$ cat src/hdl/tlmd_pkg.sv
// shared types, constants and character helpers for the type-length deframer
// no dependencies
package tlmd_pkg;

   localparam int TYPE_CHARS = 4;
   localparam int HDR_BYTES  = 8;
   localparam int LEN_CHARS  = HDR_BYTES - TYPE_CHARS;

   localparam logic [7:0] CHR_PLUS  = 8'h2B;
   localparam logic [7:0] CHR_MINUS = 8'h2D;
   localparam logic [7:0] CHR_ZERO  = 8'h30;
   localparam logic [7:0] CHR_X_LO  = 8'h78;
   localparam logic [7:0] CHR_X_UP  = 8'h58;
   localparam logic [7:0] CHR_SPACE = 8'h20;

   typedef enum logic {
      FUNC_DATA    = 1'b0,
      FUNC_DISCARD = 1'b1
   } func_type;

   // input beat held in the input register
   typedef struct packed {
      logic       valid;
      logic       func;
      logic [7:0] data;
   } beat_type;

   // outcome of parsing the length characters
   typedef struct packed {
      logic        ok;
      logic [15:0] value;
   } len_parse_type;

   function automatic logic is_space(input logic [7:0] c);
      return (c == CHR_SPACE) || (c inside {[8'h09:8'h0D]});
   endfunction

   // bit 4 set when the character is a hex digit, low nibble its value
   function automatic logic [4:0] hex_decode(input logic [7:0] c);
      logic [4:0] r;
      r = 5'd0;
      if (c inside {[8'h30:8'h39]}) begin
         r = {1'b1, c[3:0]};
      end else if (c inside {[8'h41:8'h46], [8'h61:8'h66]}) begin
         r = {1'b1, c[3:0] + 4'd9};
      end
      return r;
   endfunction

endpackage

$ cat src/hdl/tlmd_len_parse.sv
// combinational parser for the four hexadecimal length characters
// depends on tlmd_pkg
module tlmd_len_parse
   import tlmd_pkg::*;
(
   input  logic [31:0]   chars,
   output len_parse_type result
);

   logic [7:0]  c [LEN_CHARS];
   logic [3:0]  sp;
   logic        empty;
   logic        found;
   logic [2:0]  s_idx;
   logic [2:0]  e_idx;
   logic [2:0]  p_idx;
   logic [2:0]  d_idx;
   logic        neg;
   logic        bad;
   logic        any;
   logic [4:0]  hd;
   logic [15:0] v;

   always_comb begin
      for (int i = 0; i < LEN_CHARS; i++) begin
         c[i]  = chars[31 - 8*i -: 8];
         sp[i] = is_space(c[i]);
      end
      empty = &sp;

      // trim surrounding whitespace
      found = 1'b0;
      s_idx = 3'd0;
      e_idx = 3'd0;
      for (int i = 0; i < LEN_CHARS; i++) begin
         if (!sp[i] && !found) begin
            s_idx = 3'(i);
            found = 1'b1;
         end
         if (!sp[i]) begin
            e_idx = 3'(i);
         end
      end

      // optional sign
      p_idx = s_idx;
      neg   = 1'b0;
      if (c[s_idx[1:0]] == CHR_PLUS || c[s_idx[1:0]] == CHR_MINUS) begin
         p_idx = s_idx + 3'd1;
         neg   = (c[s_idx[1:0]] == CHR_MINUS);
      end

      // optional 0x prefix
      d_idx = p_idx;
      if ((p_idx + 3'd1 <= e_idx) && c[p_idx[1:0]] == CHR_ZERO &&
          (c[2'(p_idx + 3'd1)] == CHR_X_LO || c[2'(p_idx + 3'd1)] == CHR_X_UP)) begin
         d_idx = p_idx + 3'd2;
      end

      // digits
      bad = 1'b0;
      v   = 16'd0;
      hd  = 5'd0;
      for (int i = 0; i < LEN_CHARS; i++) begin
         hd = hex_decode(c[i]);
         if (3'(i) >= d_idx && 3'(i) <= e_idx) begin
            if (!hd[4]) begin
               bad = 1'b1;
            end
            v = {v[11:0], hd[3:0]};
         end
      end
      any = (d_idx <= e_idx);

      result.ok    = !empty && any && !bad && !(neg && v != 16'd0);
      result.value = v;
   end

endmodule

$ cat src/hdl/tlmd_core.sv
// deframing state and result register, one beat per cycle while results are not stalled
// depends on tlmd_pkg and tlmd_len_parse
module tlmd_core
   import tlmd_pkg::*;
(
   input  logic        clock,
   input  logic        reset,
   input  beat_type    beat,
   output logic        take,
   input  logic        rsp_stall,
   output logic        rsp_valid,
   output logic [31:0] rsp_msg_type,
   output logic [7:0]  rsp_payload_byte,
   output logic        rsp_has_payload,
   output logic        rsp_first_of_msg,
   output logic        rsp_last_of_msg,
   output logic        rsp_header_error,
   output logic [15:0] rsp_msg_length
);

   logic [2:0]    hdr_cnt_ff,   hdr_cnt_in;
   logic [31:0]   type_ff,      type_in;
   logic [23:0]   len_chars_ff, len_chars_in;
   logic [15:0]   remain_ff,    remain_in;
   logic [15:0]   msg_len_ff,   msg_len_in;
   logic          first_ff,     first_in;

   logic          rsp_valid_ff, rsp_valid_in;
   logic [31:0]   type_out_ff,  type_out_in;
   logic [7:0]    byte_out_ff,  byte_out_in;
   logic          hasp_ff,      hasp_in;
   logic          fst_ff,       fst_in;
   logic          lst_ff,       lst_in;
   logic          err_ff,       err_in;
   logic [15:0]   len_out_ff,   len_out_in;

   logic          produce;
   len_parse_type parsed;

   tlmd_len_parse u_parse (
      .chars  ({len_chars_ff, beat.data}),
      .result (parsed)
   );

   assign take = beat.valid && (!rsp_valid_ff || !rsp_stall);

   always_comb begin
      hdr_cnt_in   = hdr_cnt_ff;
      type_in      = type_ff;
      len_chars_in = len_chars_ff;
      remain_in    = remain_ff;
      msg_len_in   = msg_len_ff;
      first_in     = first_ff;
      produce      = 1'b0;
      type_out_in  = type_ff;
      byte_out_in  = 8'd0;
      hasp_in      = 1'b0;
      fst_in       = 1'b1;
      lst_in       = 1'b1;
      err_in       = 1'b0;
      len_out_in   = 16'd0;

      if (take) begin
         if (beat.func == FUNC_DISCARD) begin
            hdr_cnt_in   = 3'd0;
            type_in      = 32'd0;
            len_chars_in = 24'd0;
            remain_in    = 16'd0;
            first_in     = 1'b0;
         end else if (remain_ff != 16'd0) begin
            produce     = 1'b1;
            byte_out_in = beat.data;
            hasp_in     = 1'b1;
            fst_in      = first_ff;
            lst_in      = (remain_ff == 16'd1);
            len_out_in  = msg_len_ff;
            remain_in   = remain_ff - 16'd1;
            first_in    = 1'b0;
         end else begin
            if (hdr_cnt_ff < 3'(TYPE_CHARS)) begin
               type_in = {type_ff[23:0], beat.data};
            end else begin
               len_chars_in = {len_chars_ff[15:0], beat.data};
            end
            if (hdr_cnt_ff == 3'(HDR_BYTES - 1)) begin
               hdr_cnt_in = 3'd0;
               if (!parsed.ok) begin
                  produce  = 1'b1;
                  err_in   = 1'b1;
                  first_in = 1'b0;
               end else if (parsed.value == 16'd0) begin
                  produce  = 1'b1;
                  first_in = 1'b0;
               end else begin
                  remain_in  = parsed.value;
                  msg_len_in = parsed.value;
                  first_in   = 1'b1;
               end
            end else begin
               hdr_cnt_in = hdr_cnt_ff + 3'd1;
            end
         end
      end

      if (take) begin
         rsp_valid_in = produce;
      end else if (!rsp_stall) begin
         rsp_valid_in = 1'b0;
      end else begin
         rsp_valid_in = rsp_valid_ff;
      end
   end

   always_ff @(posedge clock) begin
      if (reset) begin
         hdr_cnt_ff   <= 3'd0;
         type_ff      <= 32'd0;
         len_chars_ff <= 24'd0;
         remain_ff    <= 16'd0;
         first_ff     <= 1'b0;
         rsp_valid_ff <= 1'b0;
      end else begin
         hdr_cnt_ff   <= hdr_cnt_in;
         type_ff      <= type_in;
         len_chars_ff <= len_chars_in;
         remain_ff    <= remain_in;
         first_ff     <= first_in;
         rsp_valid_ff <= rsp_valid_in;
      end
   end

   always_ff @(posedge clock) begin
      msg_len_ff <= msg_len_in;
      if (produce) begin
         type_out_ff <= type_out_in;
         byte_out_ff <= byte_out_in;
         hasp_ff     <= hasp_in;
         fst_ff      <= fst_in;
         lst_ff      <= lst_in;
         err_ff      <= err_in;
         len_out_ff  <= len_out_in;
      end
   end

   assign rsp_valid        = rsp_valid_ff;
   assign rsp_msg_type     = type_out_ff;
   assign rsp_payload_byte = byte_out_ff;
   assign rsp_has_payload  = hasp_ff;
   assign rsp_first_of_msg = fst_ff;
   assign rsp_last_of_msg  = lst_ff;
   assign rsp_header_error = err_ff;
   assign rsp_msg_length   = len_out_ff;

endmodule

$ cat src/hdl/type_length_message_deframer_top.sv
// a byte passes the input register, then its result is held in the core's result register
// throughput: one byte per cycle while results are taken
// an input register takes the next byte while a result waits to be taken
// reset (synchronous, active high) clears the header count, message state and
// both valid flags; payload registers are not reset
module type_length_message_deframer_top
   import tlmd_pkg::*;
(
   input  logic        clock,
   input  logic        reset,
   input  logic        req_valid,
   output logic        req_stall,
   input  logic        req_func,
   input  logic [7:0]  req_in_byte,
   output logic        rsp_valid,
   input  logic        rsp_stall,
   output logic [31:0] rsp_msg_type,
   output logic [7:0]  rsp_payload_byte,
   output logic        rsp_has_payload,
   output logic        rsp_first_of_msg,
   output logic        rsp_last_of_msg,
   output logic        rsp_header_error,
   output logic [15:0] rsp_msg_length
);

   logic       in_valid_ff, in_valid_in;
   logic       in_func_ff;
   logic [7:0] in_byte_ff;
   logic       take;
   logic       accept;
   beat_type   beat;

   assign req_stall = in_valid_ff && !take;
   assign accept    = req_valid && !req_stall;

   always_comb begin
      if (accept) begin
         in_valid_in = 1'b1;
      end else if (take) begin
         in_valid_in = 1'b0;
      end else begin
         in_valid_in = in_valid_ff;
      end
   end

   always_ff @(posedge clock) begin
      if (reset) begin
         in_valid_ff <= 1'b0;
      end else begin
         in_valid_ff <= in_valid_in;
      end
   end

   always_ff @(posedge clock) begin
      if (accept) begin
         in_func_ff <= req_func;
         in_byte_ff <= req_in_byte;
      end
   end

   assign beat.valid = in_valid_ff;
   assign beat.func  = in_func_ff;
   assign beat.data  = in_byte_ff;

   tlmd_core u_core (
      .clock            (clock),
      .reset            (reset),
      .beat             (beat),
      .take             (take),
      .rsp_stall        (rsp_stall),
      .rsp_valid        (rsp_valid),
      .rsp_msg_type     (rsp_msg_type),
      .rsp_payload_byte (rsp_payload_byte),
      .rsp_has_payload  (rsp_has_payload),
      .rsp_first_of_msg (rsp_first_of_msg),
      .rsp_last_of_msg  (rsp_last_of_msg),
      .rsp_header_error (rsp_header_error),
      .rsp_msg_length   (rsp_msg_length)
   );

endmodule
$ cat config.mk
export PLATFORM = sky130hd
export DESIGN_NAME = type_length_message_deframer_top
export DESIGN_NICKNAME = d
export VERILOG_FILES = /design/src/hdl/tlmd_pkg.sv /design/src/hdl/tlmd_len_parse.sv /design/src/hdl/tlmd_core.sv /design/src/hdl/type_length_message_deframer_top.sv
export SDC_FILE = /design/constraint.sdc
export NUM_CORES = 1
export LEC_CHECK = 0
export BUFFER_PORTS_ARGS = -buffer_cell sky130_fd_sc_hd__clkbuf_2
export CAP_MARGIN = 40
export CORE_MARGIN = 10
export CORE_UTILIZATION = 50
export CTS_BUF_LIST = sky130_fd_sc_hd__clkbuf_4
export DETAILED_ROUTE_END_ITERATION = 8
export PLACE_DENSITY = 0.74
export SYNTH_ARGS = -nofsm -noshare
export SYNTH_HDL_FRONTEND = slang
export SYNTH_HIERARCHICAL = 1
export SYNTH_SLANG_ARGS = --single-unit
$ cat constraint.sdc
create_clock -name clock -period 19 [get_ports clock]
set_clock_uncertainty 0.05 [all_clocks]
set_input_delay 3.8 -clock clock [delete_from_list [all_inputs] [get_ports clock]]
set_output_delay 3.8 -clock clock [all_outputs]
set_load 0.005 [all_outputs]
==> run summary, run 1 <==
Pins Over Slew Limit - 0
FF-to-FF path depth - 33
Number of flops mapped to enable cells by yosys - 85
Syn Inst Count - 865
All-layer global routing usage - 0.1975
Final HPWL DP - 16,570 um
Sinks on Clock Net - 163
CTS Buf Count - 17
Vias per cell - 6.281
DRT Wirelength - 22,750 um
IO buf count - 74
Slowest stage delay, CP - 0.68 ns
Worst vdd ir - 45.62 uV
DRC violations left - 0
Area of the multi-input gates - 4019 sq um
Ys flop type - edfxtp_1
Core Area - 16,640 sq um
# nets final - 961
Initial antenna violation count - 1
Status - complete, no violations
First-pass GRT wire length - 35,720 um
Rows - 47
Largest net degree at the start of global routing - 61
RSZ-0062 raised after global routing - false
Critical Path RT - 19.19 ns
Actual slew at the worst max-slew pin - 0.8850 ns
Clock Root Buffer - clkbuf_4
Clock Latency Late Sink - 0.61 ns
Yosys warns - 6
GRT Residual Overflow - 0
Share of layout cells above drive strength 1 - 0.1720
Synth cell types - 98
Worst Hold Class - flip-flop to flip-flop
CTS clk-pin slew, worst paths - 0.15 ns
Leakage power - 3.433 nW
Via Count - 7,267
Post-route ant nets - 0
Hold buffer count at cts - 0
Final setup fails - 0
Die Width - 150.6 um
Routed wire per std cell - 19.66 um
Post-synthesis sequential area ratio - 0.4824
Syn avg cell area - 9.859 sq um
Drt initial violations - 884
Post-CTS sizing - 0
Arrival time worst endpoint - 10.24 ns
Synthesized net count - 903
CTS tree - yes
Final Hold Viols - 0
Seq. cell area - 4114 sq um
Die Footprint - 22,680 sq um
Die height - 150.6 um
Worst-case clock buffer depth - 2
Max FO, Critical Path - 16
Seq cells post-synth - 163
Max Freq - 99.48 MHz
Layout filler cell count - 1,470
H-Tree Depth - 4
Initial core utilization - 0.5124
Vias in the first global route - 6,573
Crit path time final - 10.05 ns
Slowest CP cell - a41oi_1
Synthesized cell area - 8528 sq um
Worst Hold Depth - 0
Crit-path most repeated cell - ha_1
Max Cap Violations - 0
Post-CTS Setup Inserts - 0
IO Pins - 75
Slew margin rel. - 0.4100
Startpoint Class - flip-flop
Utilization after layout - 0.5627
Fin crit share - 0.5291
Area growth syn-to-layout - 9.815%
Worst setup EP type - flip-flop
PD cells - 85.57 nW/um^2
Share of synthesized registers carrying an async set or reset - 0
GPL Wtd Cong - 0.9799
Crit path kind - flip-flop to flip-flop
Fin Setup TNS - 0 ns
DRT Pass-1 Iters - 6
## routing by layer
metal,part of all wire,track usage,vias up,wire [um]
met5,0,0,-,0
met4,0.020,0.06930,0,466
met3,0.090,0.04262,44,2042
met2,0.43,0.2886,325,9741
met1,0.46,0.2820,3458,10500
li1,-,-,3440,-
## critical path: cells and delay by family (launching register included)
family	cells	cell delay, ns
simple gates	12	2.97
xor+xnor	1	0.18
fa+ha+maj	3	0.94
compound gates	12	3.40
mux	2	0.62
buf+inv	3	0.98
flops	1	0.56
## sequential cells by signal (all words and copies together) (netlist names)
register and count:
u_core/hdr_cnt_ff 3, in_valid_ff 1, u_core/rsp_msg_type 32, u_core/rsp_payload_byte 8, u_core/msg_len_ff 16, in_byte_ff 8
u_core/type_ff 32, u_core/rsp_has_payload 1, u_core/rsp_first_of_msg 1, u_core/remain_ff 16, u_core/len_chars_ff 24, u_core/rsp_valid 1
u_core/rsp_msg_length 16, u_core/rsp_last_of_msg 1, u_core/rsp_header_error 1, u_core/first_ff 1, in_func_ff 1
## worst paths after layout
path	start	end	slack (ns)
max	in_byte_ff[1]	u_core/msg_len_ff[0]	8.95
min	u_core/type_ff[30]	u_core/rsp_msg_type[30]	0.39
max reg2reg	in_byte_ff[1]	u_core/msg_len_ff[0]	8.95
min reg2reg	u_core/type_ff[30]	u_core/rsp_msg_type[30]	0.39
## placed cells by master (no fill, tap or decap), types with 16 or more instances in the layout
cell type	netlist	final
o21ai_0	30	30
ha_1	25	25
nor2_1	55	55
nor3_1	26	26
nand2_1	94	94
clkbuf_2	0	74
clkbuf_4	0	17
dfxtp_1	78	78
o22ai_1	40	40
o32ai_1	18	18
a21oi_1	40	39
nor4_1	16	16
and3_1	26	26
edfxtp_1	85	85
inv_1	38	37
## power breakdown
part	leakage [nW]	total [mW]	switching [mW]	internal (mW)
combinational	1.84	0.177	0.113	0.0637
clock	0.170	0.216	0.151	0.0654
sequential	1.43	0.408	0.0152	0.393
total	3.43	0.801	0.279	0.522
## cells in the mapped netlist (4+ instances only)
master    number  share of area
ha_1          25          0.037
a21oi_1       40          0.023
o22ai_1       40          0.029
nand2b_1       8         0.0059
o21ai_0       30          0.018
o21bai_1       5         0.0044
a22o_1         4         0.0041
buf_2         13         0.0076
nand3_1       14         0.0082
or4b_2         7         0.0082
nor2_1        55          0.024
buf_6          7         0.0092
and2_1         8         0.0059
or4_1          4         0.0035
dfxtp_1       78           0.18
a21boi_0       5         0.0044
xnor2_1        4         0.0041
clkbuf_1      25          0.011
nor3b_1        4         0.0035
inv_1         38          0.017
mux2i_1        7         0.0082
a211oi_1      10         0.0088
o21ai_1        7         0.0041
nand2_1       94          0.041
and3_1        26          0.019
o21a_1         6         0.0053
a31oi_1       13         0.0095
or3_1         14          0.010
nand4_1        4         0.0029
o31a_1         4         0.0041
a21o_1         8         0.0070
nor4b_1        4         0.0041
nor2b_1        7         0.0051
a22oi_1        6         0.0053
o211ai_1       6         0.0053
o32ai_1       18          0.018
nor3_1        26          0.015
edfxtp_1      85           0.30
nor4_1        16          0.012
## per-stage QoR
stage / hold WS (ns) / std cells / setup WS (ns) / power, mW / cell area (sq um)
floorplan: 0.3581 / 865 / 10.82 / 0.5440 / 8528
global placement: 0.3594 / 1121 / 9.708 / 0.5858 / 8996
detailed placement: 0.3639 / 1124 / 9.286 / 0.5887 / 9036
CTS: 0.3924 / 1156 / 9.212 / 0.8031 / 9363
global route: 0.4003 / 1157 / 8.248 / 0.8406 / 9365
finish: 0.3873 / 1157 / 8.948 / 0.8014 / 9365
## layout make-up
| type | count | area share |
|---|---|---|
| repair buffers | 85 | 0.05023 |
| inverters | 42 | 0.01683 |
| diodes | 1 | 0.0002672 |
| multi-input cells | 614 | 0.4291 |
| well taps | 220 | 0.02939 |
| flip-flops and latches | 163 | 0.4393 |
| clock buffers | 17 | 0.01363 |
| clock inverters | 15 | 0.02124 |
## cells by family (layout without fill, tap and decap cells)
logic type | count (synthesis) | count (layout) | share of synthesized area
and+or+nand+nor | 327 | 327 | 0.2116
AOI/OAI and AO/OA | 249 | 249 | 0.2076
DFF | 163 | 163 | 0.4824
buffers and inverters | 88 | 159 | 0.04680
adders and majority gates | 25 | 25 | 0.03668
muxes | 9 | 9 | 0.01086
xor gates and xnor gates | 4 | 4 | 0.004108
other | 0 | 1 | 0
Power figures use the tool's default switching activity.
==> inputs of run 2 (changes only) <==
--- a/config.mk
+++ b/config.mk
@@ -11,7 +11,7 @@
 export CORE_UTILIZATION = 50
 export CTS_BUF_LIST = sky130_fd_sc_hd__clkbuf_4
 export DETAILED_ROUTE_END_ITERATION = 8
-export PLACE_DENSITY = 0.74
+export PLACE_DENSITY = 0.76
 export SYNTH_ARGS = -nofsm -noshare
 export SYNTH_HDL_FRONTEND = slang
 export SYNTH_HIERARCHICAL = 1
==> constraint.sdc (replaced) <==
create_clock -name clock -period 9.2 [get_ports clock]
set_clock_uncertainty 0.05 [all_clocks]
set_input_delay 1.84 -clock clock [delete_from_list [all_inputs] [get_ports clock]]
set_output_delay 1.84 -clock clock [all_outputs]
set_load 0.005 [all_outputs]
==> run summary, run 2 (synthesis gave the netlist of run 1 again) <==
Actual slew at the worst max-slew pin - 0.9247 ns (was 0.8850 ns)
Hold buffer count at cts - 0 (unchanged)
GPL Wtd Cong - 0.9763 (was 0.9799)
Startpoint Class - flip-flop (unchanged)
Initial antenna violation count - 1 (unchanged)
Sinks on Clock Net - 163 (unchanged)
CTS tree - yes (unchanged)
Post-route ant nets - 0 (unchanged)
Rows - 47 (unchanged)
Drt initial violations - 1,132 (was 884)
IO Pins - 75 (unchanged)
PD cells - 170.3 nW/um^2 (was 85.57 nW/um^2)
DRT Wirelength - 22,170 um (was 22,750 um)
Routed wire per std cell - 18.93 um (was 19.66 um)
Die height - 150.6 um (unchanged)
Leakage power - 3.502 nW (was 3.433 nW)
Arrival time worst endpoint - 8.78 ns (was 10.24 ns)
Worst-case clock buffer depth - 2 (unchanged)
Commonest non-fill, non-tap cell in the layout - nand2_1 (unchanged)
DRT met1 WL - 10,010 um (was 10,500 um)
Initial core utilization - 0.5124 (unchanged)
WL met2 - 9541 um (was 9741 um)
Slew margin rel. - 0.3788 (was 0.4100)
Fin Setup TNS - 0 ns (unchanged)
Crit path time final - 8.559 ns (was 10.05 ns)
Max FO, Critical Path - 16 (unchanged)
Pins Over Slew Limit - 0 (unchanged)
H-Tree Depth - 4 (unchanged)
Final setup fails - 0 (unchanged)
Vias in the first global route - 6,416 (was 6,573)
Clock Latency Late Sink - 0.57 ns (was 0.61 ns)
Commonest cells after routing, fill and taps aside - 94 x nand2_1, 85 x edfxtp_1, 74 x clkbuf_2, 73 x dfxtp_1, 55 x nor2_1 (was 94 x nand2_1, 85 x edfxtp_1, 78 x dfxtp_1, 74 x clkbuf_2, 55 x nor2_1)
Share of layout cells above drive strength 1 - 0.1979 (was 0.1720)
Die Width - 150.6 um (unchanged)
# nets final - 975 (was 961)
Clock Root Buffer - clkbuf_4 (unchanged)
Top layer in use - met4 (unchanged)
IO buf count - 74 (unchanged)
Max Cap Violations - 0 (unchanged)
Max Freq - 116.8 MHz (was 99.48 MHz)
Slowest stage delay, CP - 0.53 ns (was 0.68 ns)
Vias per cell - 6.246 (was 6.281)
Crit-path most repeated cell - ha_1 (unchanged)
DRC violations left - 0 (unchanged)
Post-Place Setup Slack - 0.1813 ns (was 9.286 ns)
Final WS setup - 0.6409 ns (was 8.948 ns)
DRT Pass-1 Iters - 5 (was 6)
Final Hold Viols - 0 (unchanged)
Core Area - 16,640 sq um (unchanged)
Largest net degree at the start of global routing - 61 (unchanged)
Final HPWL DP - 16,090 um (was 16,570 um)
Slowest CP cell - or4b_1 (was a41oi_1)
CTS Buf Count - 17 (unchanged)
Critical Path RT - 9.42 ns (was 19.19 ns)
Fin crit share - 0.9303 (was 0.5291)
First-pass GRT wire length - 35,110 um (was 35,720 um)
Worst Hold Class - flip-flop to flip-flop (unchanged)
All-layer global routing usage - 0.1933 (was 0.1975)
Status - complete, no violations (unchanged)
Crit path kind - flip-flop to flip-flop (unchanged)
GRT Residual Overflow - 0 (unchanged)
Die Footprint - 22,680 sq um (unchanged)
RSZ-0062 raised after global routing - false (unchanged)
Worst vdd ir - 106.9 uV (was 45.62 uV)
Area growth syn-to-layout - 11.56% (was 9.815%)
Routed wl met3 - 2205 um (was 2042 um)
Via Count - 7,314 (was 7,267)
CTS clk-pin slew, worst paths - 0.16 ns (was 0.15 ns)
Worst setup EP type - flip-flop (unchanged)
[run 2: power by group]
part	switching (mW)	internal, mW	total (mW)	leakage, nW
combinational	0.234	0.132	0.367	1.92
sequential	0.0300	0.811	0.841	1.43
clock	0.288	0.125	0.412	0.154
total	0.552	1.07	1.62	3.50
[run 2: per-layer routing]
metal,global-route usage,up-vias
li1,-,3474
met1,0.2805,3388
met2,0.2859,405
met3,0.03752,47
met4,0.05438,0
met5,0,-
[run 2: path summary, 6_finish.rpt]
kind,from,to,slack [ns],cells after the start
worst max register to register,u_core/len_chars_ff[8],u_core/msg_len_ff[12],0.64,33
worst max-delay path,u_core/len_chars_ff[8],u_core/msg_len_ff[12],0.64,33
worst min register to register,u_core/type_ff[14],u_core/rsp_msg_type[14],0.38,0
worst min-delay path,u_core/type_ff[14],u_core/rsp_msg_type[14],0.38,0
[run 2: final cells by class]
class,count,area [sq um]
fill,1385,7128
sequential,163,4120
tap,220,275.3
timing repair buffer,99,561.8
clock buffer,17,127.6
antenna,1,2.502
inverter,42,160.2
clock inverter,15,158.9
multi-input combinational,614,4108
[run 2: per-stage QoR]
step	total power [mW]	hold WS [ns]	instances	util	cell area [sq um]
CTS	1.617	0.3790	1160	0.5612	9339
global placement	1.205	0.3592	1125	0.5424	9026
global route	1.705	0.3828	1171	0.5717	9514
finish	1.620	0.3805	1171	0.5717	9514
floorplan	1.123	0.3581	865	-	8528
detailed placement	1.210	0.3651	1128	0.5439	9052
[run 2: repair_timing]
| action | CTS | global route |
|---|---|---|
| setup endpoints to repair | 0 | 94 |
| resized for setup | 0 | 20 |
| setup buffers | 0 | 10 |
[run 2: critical path: cells and delay by family, from the launching register on]
kind | cells | cell delay (ns)
adder cells (fa/ha/maj) | 3 | 0.92
buffers and inverters | 4 | 0.57
AO/OA/AOI/OAI | 13 | 3.10
XOR/XNOR | 1 | 0.18
multiplexers | 2 | 0.60
AND/OR/NAND/NOR | 10 | 2.40
flip-flops | 1 | 0.43
